`src/rtl/bsc_pkg.sv`:
```
package bsc_pkg;

    localparam int NUM_PROCESSES_DEF = 16;
    localparam int NUM_TYPES         = 3;
    localparam int VAL_W             = 8;
    localparam int WORK_W            = 13;
    localparam int PROC_W            = 4;
    localparam int CFG_IDX_W         = 2;

    localparam logic [WORK_W-1:0] WORK_MAX = 13'h1FFF;

    // configuration register indexes
    localparam logic [CFG_IDX_W-1:0] CFG_AVAIL_R0 = 2'd0;
    localparam logic [CFG_IDX_W-1:0] CFG_AVAIL_R1 = 2'd1;
    localparam logic [CFG_IDX_W-1:0] CFG_AVAIL_R2 = 2'd2;

    typedef struct packed {
        logic [VAL_W-1:0] alloc_r0;
        logic [VAL_W-1:0] alloc_r1;
        logic [VAL_W-1:0] alloc_r2;
        logic [VAL_W-1:0] max_r0;
        logic [VAL_W-1:0] max_r1;
        logic [VAL_W-1:0] max_r2;
        logic             last_row;
    } t_in_item;

    typedef struct packed {
        logic [PROC_W-1:0] proc_index;
        logic              is_safe;
        logic              last_result;
    } t_out_item;

    // controller to datapath
    typedef struct packed {
        logic load;
        logic init;
        logic take;
        logic ptr_inc;
        logic emit;
        logic emit_unsafe;
        logic finish;
    } t_dp_cmd;

    // datapath to controller
    typedef struct packed {
        logic set_end;
        logic hit;
        logic ptr_last;
        logic round_last;
        logic out_last;
    } t_dp_sts;

endpackage

```
`src/rtl/bsc_dpath.sv`:
```
module bsc_dpath import bsc_pkg::*; #(
    parameter int NUM_PROCESSES = NUM_PROCESSES_DEF
) (
    input  logic                 i_clk,
    input  logic                 i_rst_n,
    input  logic                 i_cfg_we,
    input  logic [CFG_IDX_W-1:0] i_cfg_idx,
    input  logic [VAL_W-1:0]     i_cfg_data,
    input  t_in_item             i_item,
    input  t_dp_cmd              i_cmd,
    output t_dp_sts              o_sts,
    output t_out_item            o_result,
    output logic                 o_strobe
);

    localparam int IDX_W = (NUM_PROCESSES > 1) ? $clog2(NUM_PROCESSES) : 1;
    localparam int CNT_W = $clog2(NUM_PROCESSES + 1);

    typedef logic [NUM_TYPES-1:0][VAL_W-1:0]  t_lanes;
    typedef logic [NUM_TYPES-1:0][WORK_W-1:0] t_work;

    t_lanes                  alloc_mem [NUM_PROCESSES];
    t_lanes                  need_mem  [NUM_PROCESSES];
    logic [IDX_W-1:0]        seq_mem   [NUM_PROCESSES];

    t_lanes                  r_avail;
    t_lanes                  r_alloc_q;
    t_lanes                  r_need_q;
    logic [IDX_W-1:0]        r_seq_q;
    logic [CNT_W-1:0]        r_cnt;
    logic [CNT_W-1:0]        r_round;
    logic [CNT_W-1:0]        r_ocnt;
    logic [IDX_W-1:0]        r_ptr;
    logic [NUM_PROCESSES-1:0] r_mask;
    t_work                   r_work;
    t_out_item               r_out;
    logic                    r_out_vld;

    t_lanes                  alloc_in;
    t_lanes                  need_in;
    t_lanes                  max_in;
    t_work                   n_work_take;
    logic                    fits;
    logic [WORK_W:0]         sum;
    logic [IDX_W+PROC_W-1:0] seq_ext;

    assign alloc_in = {i_item.alloc_r2, i_item.alloc_r1, i_item.alloc_r0};
    assign max_in   = {i_item.max_r2, i_item.max_r1, i_item.max_r0};
    assign seq_ext  = {{PROC_W{1'b0}}, r_seq_q};

    always_comb begin
        fits = 1'b1;
        sum  = '0;
        for (int t = 0; t < NUM_TYPES; t++) begin
            // negative need held at zero
            need_in[t] = (max_in[t] > alloc_in[t]) ? (max_in[t] - alloc_in[t]) : '0;
            if (WORK_W'(r_need_q[t]) > r_work[t]) begin
                fits = 1'b0;
            end
            sum = {1'b0, r_work[t]} + (WORK_W+1)'(r_alloc_q[t]);
            n_work_take[t] = sum[WORK_W] ? WORK_MAX : sum[WORK_W-1:0];
        end
    end

    assign o_sts.set_end    = i_item.last_row || (r_cnt + CNT_W'(1) == CNT_W'(NUM_PROCESSES));
    assign o_sts.hit        = !r_mask[r_ptr] && fits;
    assign o_sts.ptr_last   = (CNT_W'(r_ptr) + CNT_W'(1) == r_cnt);
    assign o_sts.round_last = (r_round + CNT_W'(1) == r_cnt);
    assign o_sts.out_last   = (r_ocnt + CNT_W'(1) == r_cnt);

    // row stores and sequence store
    always_ff @(posedge i_clk) begin
        if (i_cmd.load) begin
            alloc_mem[r_cnt[IDX_W-1:0]] <= alloc_in;
            need_mem[r_cnt[IDX_W-1:0]]  <= need_in;
        end
        if (i_cmd.take) begin
            seq_mem[r_round[IDX_W-1:0]] <= r_ptr;
        end
        r_alloc_q <= alloc_mem[r_ptr];
        r_need_q  <= need_mem[r_ptr];
        r_seq_q   <= seq_mem[r_ocnt[IDX_W-1:0]];
    end

    always_ff @(posedge i_clk) begin
        if (!i_rst_n) begin
            r_avail   <= '0;
            r_cnt     <= '0;
            r_round   <= '0;
            r_ocnt    <= '0;
            r_ptr     <= '0;
            r_mask    <= '0;
            r_work    <= '0;
            r_out_vld <= 1'b0;
        end else begin
            r_out_vld <= 1'b0;
            if (i_cfg_we) begin
                case (i_cfg_idx)
                    CFG_AVAIL_R0: r_avail[0] <= i_cfg_data;
                    CFG_AVAIL_R1: r_avail[1] <= i_cfg_data;
                    CFG_AVAIL_R2: r_avail[2] <= i_cfg_data;
                    default: ;
                endcase
            end
            if (i_cmd.load) begin
                r_cnt <= r_cnt + CNT_W'(1);
            end
            if (i_cmd.init) begin
                for (int t = 0; t < NUM_TYPES; t++) begin
                    r_work[t] <= WORK_W'(r_avail[t]);
                end
                r_mask  <= '0;
                r_ptr   <= '0;
                r_round <= '0;
                r_ocnt  <= '0;
            end
            if (i_cmd.take) begin
                r_work         <= n_work_take;
                r_mask[r_ptr]  <= 1'b1;
                r_round        <= r_round + CNT_W'(1);
                r_ptr          <= '0;
            end
            if (i_cmd.ptr_inc) begin
                r_ptr <= r_ptr + IDX_W'(1);
            end
            if (i_cmd.emit) begin
                r_out.proc_index  <= seq_ext[PROC_W-1:0];
                r_out.is_safe     <= 1'b1;
                r_out.last_result <= o_sts.out_last;
                r_out_vld         <= 1'b1;
                r_ocnt            <= r_ocnt + CNT_W'(1);
            end
            if (i_cmd.emit_unsafe) begin
                r_out.proc_index  <= '0;
                r_out.is_safe     <= 1'b0;
                r_out.last_result <= 1'b1;
                r_out_vld         <= 1'b1;
            end
            if (i_cmd.finish) begin
                r_cnt <= '0;
            end
        end
    end

    assign o_result = r_out;
    assign o_strobe = r_out_vld;

endmodule

```
`src/rtl/bsc_ctrl.sv`:
```
module bsc_ctrl import bsc_pkg::*; (
    input  logic    i_clk,
    input  logic    i_rst_n,
    input  logic    i_start,
    input  t_dp_sts i_sts,
    output t_dp_cmd o_cmd,
    output logic    o_busy
);

    typedef enum logic [2:0] {
        S_IDLE,
        S_RD,
        S_CHK,
        S_ORD,
        S_OEMIT,
        S_UNSAFE
    } t_state;

    t_state r_state;
    t_state n_state;
    logic   r_busy;

    always_comb begin
        n_state = r_state;
        o_cmd   = '0;
        case (r_state)
            S_IDLE: begin
                if (i_start) begin
                    o_cmd.load = 1'b1;
                    if (i_sts.set_end) begin
                        o_cmd.init = 1'b1;
                        n_state    = S_RD;
                    end
                end
            end
            S_RD: n_state = S_CHK;
            S_CHK: begin
                if (i_sts.hit) begin
                    o_cmd.take = 1'b1;
                    n_state    = i_sts.round_last ? S_ORD : S_RD;
                end else if (i_sts.ptr_last) begin
                    n_state = S_UNSAFE;
                end else begin
                    o_cmd.ptr_inc = 1'b1;
                    n_state       = S_RD;
                end
            end
            S_ORD: n_state = S_OEMIT;
            S_OEMIT: begin
                o_cmd.emit = 1'b1;
                if (i_sts.out_last) begin
                    o_cmd.finish = 1'b1;
                    n_state      = S_IDLE;
                end else begin
                    n_state = S_ORD;
                end
            end
            S_UNSAFE: begin
                o_cmd.emit_unsafe = 1'b1;
                o_cmd.finish      = 1'b1;
                n_state           = S_IDLE;
            end
            default: n_state = S_IDLE;
        endcase
    end

    always_ff @(posedge i_clk) begin
        if (!i_rst_n) begin
            r_state <= S_IDLE;
            r_busy  <= 1'b0;
        end else begin
            r_state <= n_state;
            r_busy  <= (n_state != S_IDLE);
        end
    end

    assign o_busy = r_busy;

endmodule

```
`src/rtl/bankers_safety_check.sv`:
```
// channel   direction  handshake                    payload
// input     in         start high, busy low         i_item (t_in_item)
// result    out        o_strobe, one cycle, no hold o_result (t_out_item)
// config    in         i_cfg_we                     i_cfg_idx, i_cfg_data
//
// a row that does not close the set is only stored; busy stays low
// the check reads each row examined in S_RD (one memory read port on the row
// stores) and tests it in S_CHK, up to N rounds of up to N rows
// a safe set reports items via S_ORD and S_OEMIT, an unsafe one a single item
// synchronous active-low reset; no clearing pass, the row stores need none
// the receiver cannot stall: each result is shown for exactly one cycle
module bankers_safety_check import bsc_pkg::*; #(
    parameter int NUM_PROCESSES = NUM_PROCESSES_DEF
) (
    input  logic                 i_clk,
    input  logic                 i_rst_n,
    input  logic                 start,
    output logic                 busy,
    input  t_in_item             i_item,
    output logic                 o_strobe,
    output t_out_item            o_result,
    input  logic                 i_cfg_we,
    input  logic [CFG_IDX_W-1:0] i_cfg_idx,
    input  logic [VAL_W-1:0]     i_cfg_data
);

    // command and status between controller and datapath
    t_dp_cmd cmd;
    t_dp_sts sts;

    // controller: row loading, scan sequencing, result emission
    bsc_ctrl u_ctrl (
        .i_clk   (i_clk),
        .i_rst_n (i_rst_n),
        .i_start (start),
        .i_sts   (sts),
        .o_cmd   (cmd),
        .o_busy  (busy)
    );

    // datapath: row stores, work lanes, finished mask, sequence store
    bsc_dpath #(
        .NUM_PROCESSES (NUM_PROCESSES)
    ) u_dpath (
        .i_clk      (i_clk),
        .i_rst_n    (i_rst_n),
        .i_cfg_we   (i_cfg_we),
        .i_cfg_idx  (i_cfg_idx),
        .i_cfg_data (i_cfg_data),
        .i_item     (i_item),
        .i_cmd      (cmd),
        .o_sts      (sts),
        .o_result   (o_result),
        .o_strobe   (o_strobe)
    );

    // a row that neither ends nor fills the set keeps the block free
    a_row_keeps_idle: assert property (@(posedge i_clk) disable iff (!i_rst_n)
        (start && !busy && !sts.set_end) |=> !busy)
        else $error("block went busy on a row that does not close the set");

    // loading never overlaps the check or result emission
    a_load_alone: assert property (@(posedge i_clk) disable iff (!i_rst_n)
        cmd.load |-> !(cmd.take || cmd.emit || cmd.emit_unsafe || cmd.ptr_inc))
        else $error("row load overlaps check activity");

    // an unsafe verdict is a lone final item with a zero index
    a_unsafe_form: assert property (@(posedge i_clk) disable iff (!i_rst_n)
        (o_strobe && !o_result.is_safe) |-> (o_result.last_result && o_result.proc_index == '0))
        else $error("malformed unsafe verdict");

    // every result comes from a check that held the block busy
    a_result_from_check: assert property (@(posedge i_clk) disable iff (!i_rst_n)
        o_strobe |-> $past(busy))
        else $error("result without a preceding check");

endmodule

```
`config.mk`:
```
export PLATFORM = sky130hd
export DESIGN_NAME = bankers_safety_check
export DESIGN_NICKNAME = d
export VERILOG_FILES = /design/src/rtl/bsc_pkg.sv /design/src/rtl/bsc_dpath.sv /design/src/rtl/bsc_ctrl.sv /design/src/rtl/bankers_safety_check.sv
export SDC_FILE = /design/constraint.sdc
export NUM_CORES = 1
export LEC_CHECK = 0
export ABC_CLOCK_PERIOD_IN_PS = 10350
export CAP_MARGIN = 30
export CORE_MARGIN = 5
export CORE_UTILIZATION = 40
export CTS_BUF_LIST = sky130_fd_sc_hd__clkbuf_2 sky130_fd_sc_hd__clkbuf_4 sky130_fd_sc_hd__clkbuf_8
export CTS_CLUSTER_DIAMETER = 40
export DETAILED_ROUTE_END_ITERATION = 12
export DONT_BUFFER_PORTS = 1
export HOLD_SLACK_MARGIN = 0.12
export PLACE_DENSITY = 0.6
export RECOVER_POWER = 50
export SYNTH_ARGS = -nofsm -noshare
export SYNTH_HDL_FRONTEND = slang
export SYNTH_SLANG_ARGS = --single-unit
```
`constraint.sdc`:
```
create_clock -name i_clk -period 10.35 [get_ports i_clk]
set_clock_uncertainty 0.1 [all_clocks]
set_input_delay 1.5525 -clock i_clk [delete_from_list [all_inputs] [get_ports i_clk]]
set_output_delay 1.5525 -clock i_clk [all_outputs]
set_load 0.005 [all_outputs]
```
### Word-level counts from Yosys, hierarchy flattened

Memories as Yosys holds them, arrays and structs flattened. A register that Yosys moved wholly into a read port is not among the register bits.
Cells that the tools add are included.

* output and inout port bits: 8
* bits in writable memories: 832
* memories kept: 3
* latch bits: 0
* bits in read-only memories: 0
* logic and storage cells: 117
* register bits after elaboration: 109
* input port bits: 63

Memories
* u_dpath.alloc_mem: depth 16, width 24, read ports 1, clocked after memory_dff 1, wr ports 1, line bsc_dpath.sv:22 `t_lanes alloc_mem [NUM_PROCESSES];`
* u_dpath.need_mem: depth 16, width 24, read ports 1, clocked after memory_dff 1, wr ports 1, line bsc_dpath.sv:23 `t_lanes need_mem [NUM_PROCESSES];`
* u_dpath.seq_mem: depth 16, width 4, read ports 1, clocked after memory_dff 1, wr ports 1, line bsc_dpath.sv:24 `logic [IDX_W-1:0] seq_mem [NUM_PROCESSES];`

* bitwise gates (word level): 2
* eq/ne operators: 11
* order comparisons: 8
* add/subtract/negate cells: 11
* divide/modulo/power cells: 0
* multiply operators: 0
* reduce and logical (&&, ||, !) cells: 16
* mux-type cells: 49
* shift operators: 0

Operators with widths (count)
* 2-to-1 mux 39 bit: 2
* 2-to-1 mux 16 bit: 3
* adder 13 x 8 -> 14 bit: 3
* greater-than comparator 8 x 13 -> 1 bit: 3
* 2-to-1 mux 13 bit: 3
* greater-than comparator 8 bit: 3
* 2-to-1 mux 8 bit: 3
* subtractor 8 bit: 3
* 2-to-1 mux 1 bit: 18
* bitwise OR 16 bit: 1
* adder 5 x 1 -> 5 bit, second input constant: 3
* equality test 5 bit: 3
* 2-to-1 mux 5 bit: 3
* case mux 3 bit (5 select lines): 1
* 2-to-1 mux 3 bit: 4
* 2-to-1 mux 4 bit: 3
* 2-to-1 mux 2 bit: 5
* AND reduction 2 bit: 4
* equality test 3 x 2 -> 1 bit, second input constant: 2
* equality test 3 bit, second input constant: 2
* 2-to-1 mux 6 bit: 1
* nonzero test 2 bit: 3
* nonzero test 3 bit: 2
* adder 4 x 1 -> 5 bit, second input constant: 1
* other kinds (17): 18

### Depth between registers and ports, before layout

* depth after elaboration: 10
* depth in mapped cells: 11
* depth with buffers taken out: 11

### Hierarchy

Synthesis repeated with hierarchy kept, for this count alone.

* cell total of the unflattened synthesis: 2232
* area total of the unflattened synthesis: 40552.6 um^2

By module, submodules not included
* bsc_dpath: sequential area each 28187.0 um^2, area each 40253.6 um^2, instances 1, cells an instance 2194
* bsc_ctrl: sequential area each 80.1 um^2, area each 299.0 um^2, instances 1, cells an instance 38

### Worst setup path after synthesis

No wires, ideal clock.

* path type: input-to-reg
* start point: input start
* end point: memory u_dpath.alloc_mem[3][0] (netlist bit), enable pin
* arrival time: 5.560 ns
* setup time: 0.513 ns
* buffers on the path: 0
* setup slack: 4.177 ns
* required time: 9.737 ns
* stages: 3
* path through: nor4b_2 > nand2_1 > nor3_1

* word-level cells in the longest chain between the ends: 4

RTL lines
* start, declared: line bankers_safety_check.sv:17 `input logic start,`
* 2-to-1 mux 2 bit: line bsc_ctrl.sv:28 `if (i_start) begin`
* 2-to-1 mux 2 bit: line bsc_ctrl.sv:26 `case (r_state)`
* 2-to-1 mux 1 bit: line bsc_dpath.sv:73 `if (i_cmd.load) begin`
* 2-to-1 mux 1 bit (implied by the code): line bsc_dpath.sv:74 `alloc_mem[r_cnt[IDX_W-1:0]] <= alloc_in;`
* end, declared: line bsc_dpath.sv:22

No other way between the ends.

### Worst setup path in the final report

* start point: register u_dpath.r_ptr[3]
* end point: register u_dpath.r_alloc_q[2] (netlist bit), read port of u_dpath.alloc_mem

RTL lines
* start, declared: line bsc_dpath.sv:33 `logic [IDX_W-1:0] r_ptr;`
* start signal, assigned: line bsc_dpath.sv:124 `r_ptr <= r_ptr + IDX_W'(1);`
* end, declared: line bsc_dpath.sv:27 `t_lanes r_alloc_q;`

No word-level cell between the ends.

==> flow_summary.json <==
{
  "tns_ns": 0,
  "maxCapViolCount": 22,
  "critical_path_class": "register to register",
  "cp-start-kind": "register",
  "place_inst": 3449,
  "grt_antenna_before_repair": 3,
  "core_area_mm2": 0.100,
  "post-route-period-util": 0.587,
  "layout_common_cells": "edfxtp_1 (838), mux4_2 (264), clkbuf_8 (177)",
  "min_from": "u_dpath.r_mask[9]",
  "regToRegSetupSlack_ns": 4.27,
  "rows": 116,
  "ys_ff_latch": 993,
  "setup_viol_count_final": 0,
  "tightest_slew_ns": 3.54,
  "yosys_warnings": 0,
  "reg2reg_depth": 2,
  "fin_hold_ws_ns": 0.364,
  "dr.pass1.iters": 5,
  "synth_area_leader_cell": "edfxtp_1",
  "rsz0062_at_grt": "no",
  "clk_latency_ns": 0.83,
  "synth_area_leaders": "edfxtp_1 (62%), mux4_2 (15%), dfxtp_1 (7.7%), ha_1 (2.7%), nor2_1 (0.99%)",
  "holdPathStages": 1,
  "io_pins": 71,
  "die_w_um": 328,
  "cts_hold_buf": 0,
  "cts.reportedPaths.clkPinSlew_ns": 0.06,
  "vias_per_cell": 5.61,
  "drive_gt1_frac": 0.240,
  "cts_setup_buffers": 0,
  "hold_viol_final": 0,
  "rr_startpoint": "u_dpath.r_ptr[3]",
  "cts_buffers": 167,
  "clockRootBuffer": "clkbuf_8",
  "status": "finished, violations left",
  "failed_checks": "capacitance limit, slew limit",
  "synth.net_count": 2367,
  "final_core_util": 0.453,
  "cts_max_level": 4,
  "start_util": 0.403,
  "hold_path_class": "register to register",
  "die-area_mm2": 0.107,
  "fp.dieH_um": 328,
  "fin_nets": 2477,
  "leakage_uw": 0.0147,
  "place.gp.congestion": 0.833,
  "grt_pass1_wl_um": 143000,
  "synth_top_cell_area_share": 0.624,
  "area_growth_pct": 12.4,
  "crit_arrival_ns": 6.63,
  "detailed_place_hpwl_um": 54400,
  "post_drt_wl_per_cell_um": 25.8,
  "mostFrequentLayoutCell": "edfxtp_1",
  "fin_cells": 3759,
  "relSlewSlack": -1.36,
  "cts_tree": "built",
  "whs_endpoint": "u_dpath.r_mask[9]",
  "synth-edff-count": 838,
  "r2r-end": "u_dpath.r_alloc_q[2]",
  "track_usage": 0.179,
  "synthesis.instances": 2212,
  "grt_pass1_vias": 21700,
  "portBuffers": 0,
  "max_freq_mhz": 165,
  "syn-cell-area_mm2": 0.0403,
  "final-max-slew-violation-count": 639,
  "yosysSeqAreaShare": 0.701,
  "end_kind": "register",
  "synth.avg_cell_area_um2": 18.2,
  "powerDensity_mw_per_mm2": 188,
  "wl_um": 97200,
  "min_period_ns": 6.08,
  "overflow": 0,
  "ys_types": 69,
  "cts.sinks": 993,
  "drt_first_iter_violations": 1835,
  "clockBufferDepth": 3,
  "grt_max_degree": 130,
  "drc": 0,
  "synth_top_flop_cell": "edfxtp_1",
  "dr_total_vias": 21100,
  "cp.required_ns": 10.91,
  "detail-route-antenna-nets": 0,
  "critPathMaxFanout": 43,
  "cts_resized": 0,
  "vdd_drop_max_uv": 120,
  "synthArstFlopShare": 0
}
metrics by stage:
step	cell area [um^2]	setup slack [ns]	power [uW]
finish	45300	4.27	8530
global route	45300	3.68	8860
CTS	45500	6.26	8620
detailed placement	42100	5.55	5060
global placement	42000	5.27	5030
floorplan	40300	4.18	4900
Yosys cell counts, drive strengths merged (22+ instances only):
| master | instances |
|---|---|
| a21oi | 48 |
| nand3 | 26 |
| inv | 86 |
| nor3 | 49 |
| and2 | 27 |
| edfxtp | 838 |
| clkbuf | 65 |
| nor2 | 107 |
| o21ai | 27 |
| a21o | 22 |
| buf | 45 |
| ha | 86 |
| dfxtp | 155 |
| a311oi | 25 |
| mux2i | 26 |
| xnor2 | 36 |
| nand2 | 94 |
| mux4 | 264 |
registers in the layout, indices dropped and copies added, names as in the netlist, 6 cells and up:
| name | flops |
|---|---|
| u_dpath.r_work | 39 |
| u_dpath.r_alloc_q | 24 |
| u_dpath.alloc_mem | 384 |
| u_dpath.r_need_q | 24 |
| u_dpath.need_mem | 384 |
| u_dpath.o_result | 6 |
| u_dpath.seq_mem | 64 |
| u_dpath.r_mask | 16 |
| u_dpath.r_avail | 24 |
routing by layer:
| layer | wire, um | vias to the layer above | global-route usage | part of all wire |
|---|---|---|---|---|
| met5 | 27 | - | 0 | 0.00028 |
| met4 | 2470 | 4 | 0.0554 | 0.025 |
| met3 | 5390 | 144 | 0.0344 | 0.055 |
| met2 | 48300 | 642 | 0.299 | 0.50 |
| met1 | 41000 | 11200 | 0.240 | 0.42 |
| li1 | - | 9144 | - | - |
how the worst max path moves through the flow:
stage                startpoint                      end  slack (ns)  cells after the start
3_5_place_dp              start   u_dpath.need_mem[0][3]        5.55                      4
6_report       u_dpath.r_ptr[3]     u_dpath.r_alloc_q[2]        4.27                      2
2_1_floorplan             start  u_dpath.alloc_mem[3][0]        4.18                      3
5_1_grt        u_dpath.r_ptr[3]     u_dpath.r_alloc_q[2]        3.68                      2
4_1_cts        u_dpath.r_ptr[2]    u_dpath.seq_mem[9][2]        6.26                      8
3_3_place_gp          i_item[9]  u_dpath.need_mem[5][10]        5.27                     11
report_power, final:
part | internal [uW] | leakage [uW] | switching [uW]
logic | 187 | 0.00391 | 271
registers | 4460 | 0.00896 | 48.6
clock network | 1980 | 0.00184 | 1580
final cells by class:
cell class | instances | area [um^2]
inverters | 86 | 323
diodes | 1 | 2.50
flip-flops and latches | 993 | 28300
multi-input cells | 1023 | 11300
fillers | 8525 | 54800
clock buffers | 233 | 2860
repair buffers | 51 | 347
clock inverters | 74 | 629
well taps | 1298 | 1620
worst max-delay path: stages, from the launching register on:
cell and delay [ns]:
dfxtp_1 2.35, clkbuf_1 2.64, mux4_2 0.81
logic make-up after synthesis:
| family | after synthesis | synth area share |
|---|---|---|
| adders and majority gates | 92 | 0.0297 |
| AOI/OAI and AO/OA | 218 | 0.0402 |
| and+or+nand+nor | 371 | 0.0448 |
| muxes | 294 | 0.155 |
| xor gates and xnor gates | 48 | 0.0104 |
| DFF | 993 | 0.701 |
| buffers and inverters | 196 | 0.0193 |
Power figures use the tool's default switching activity.
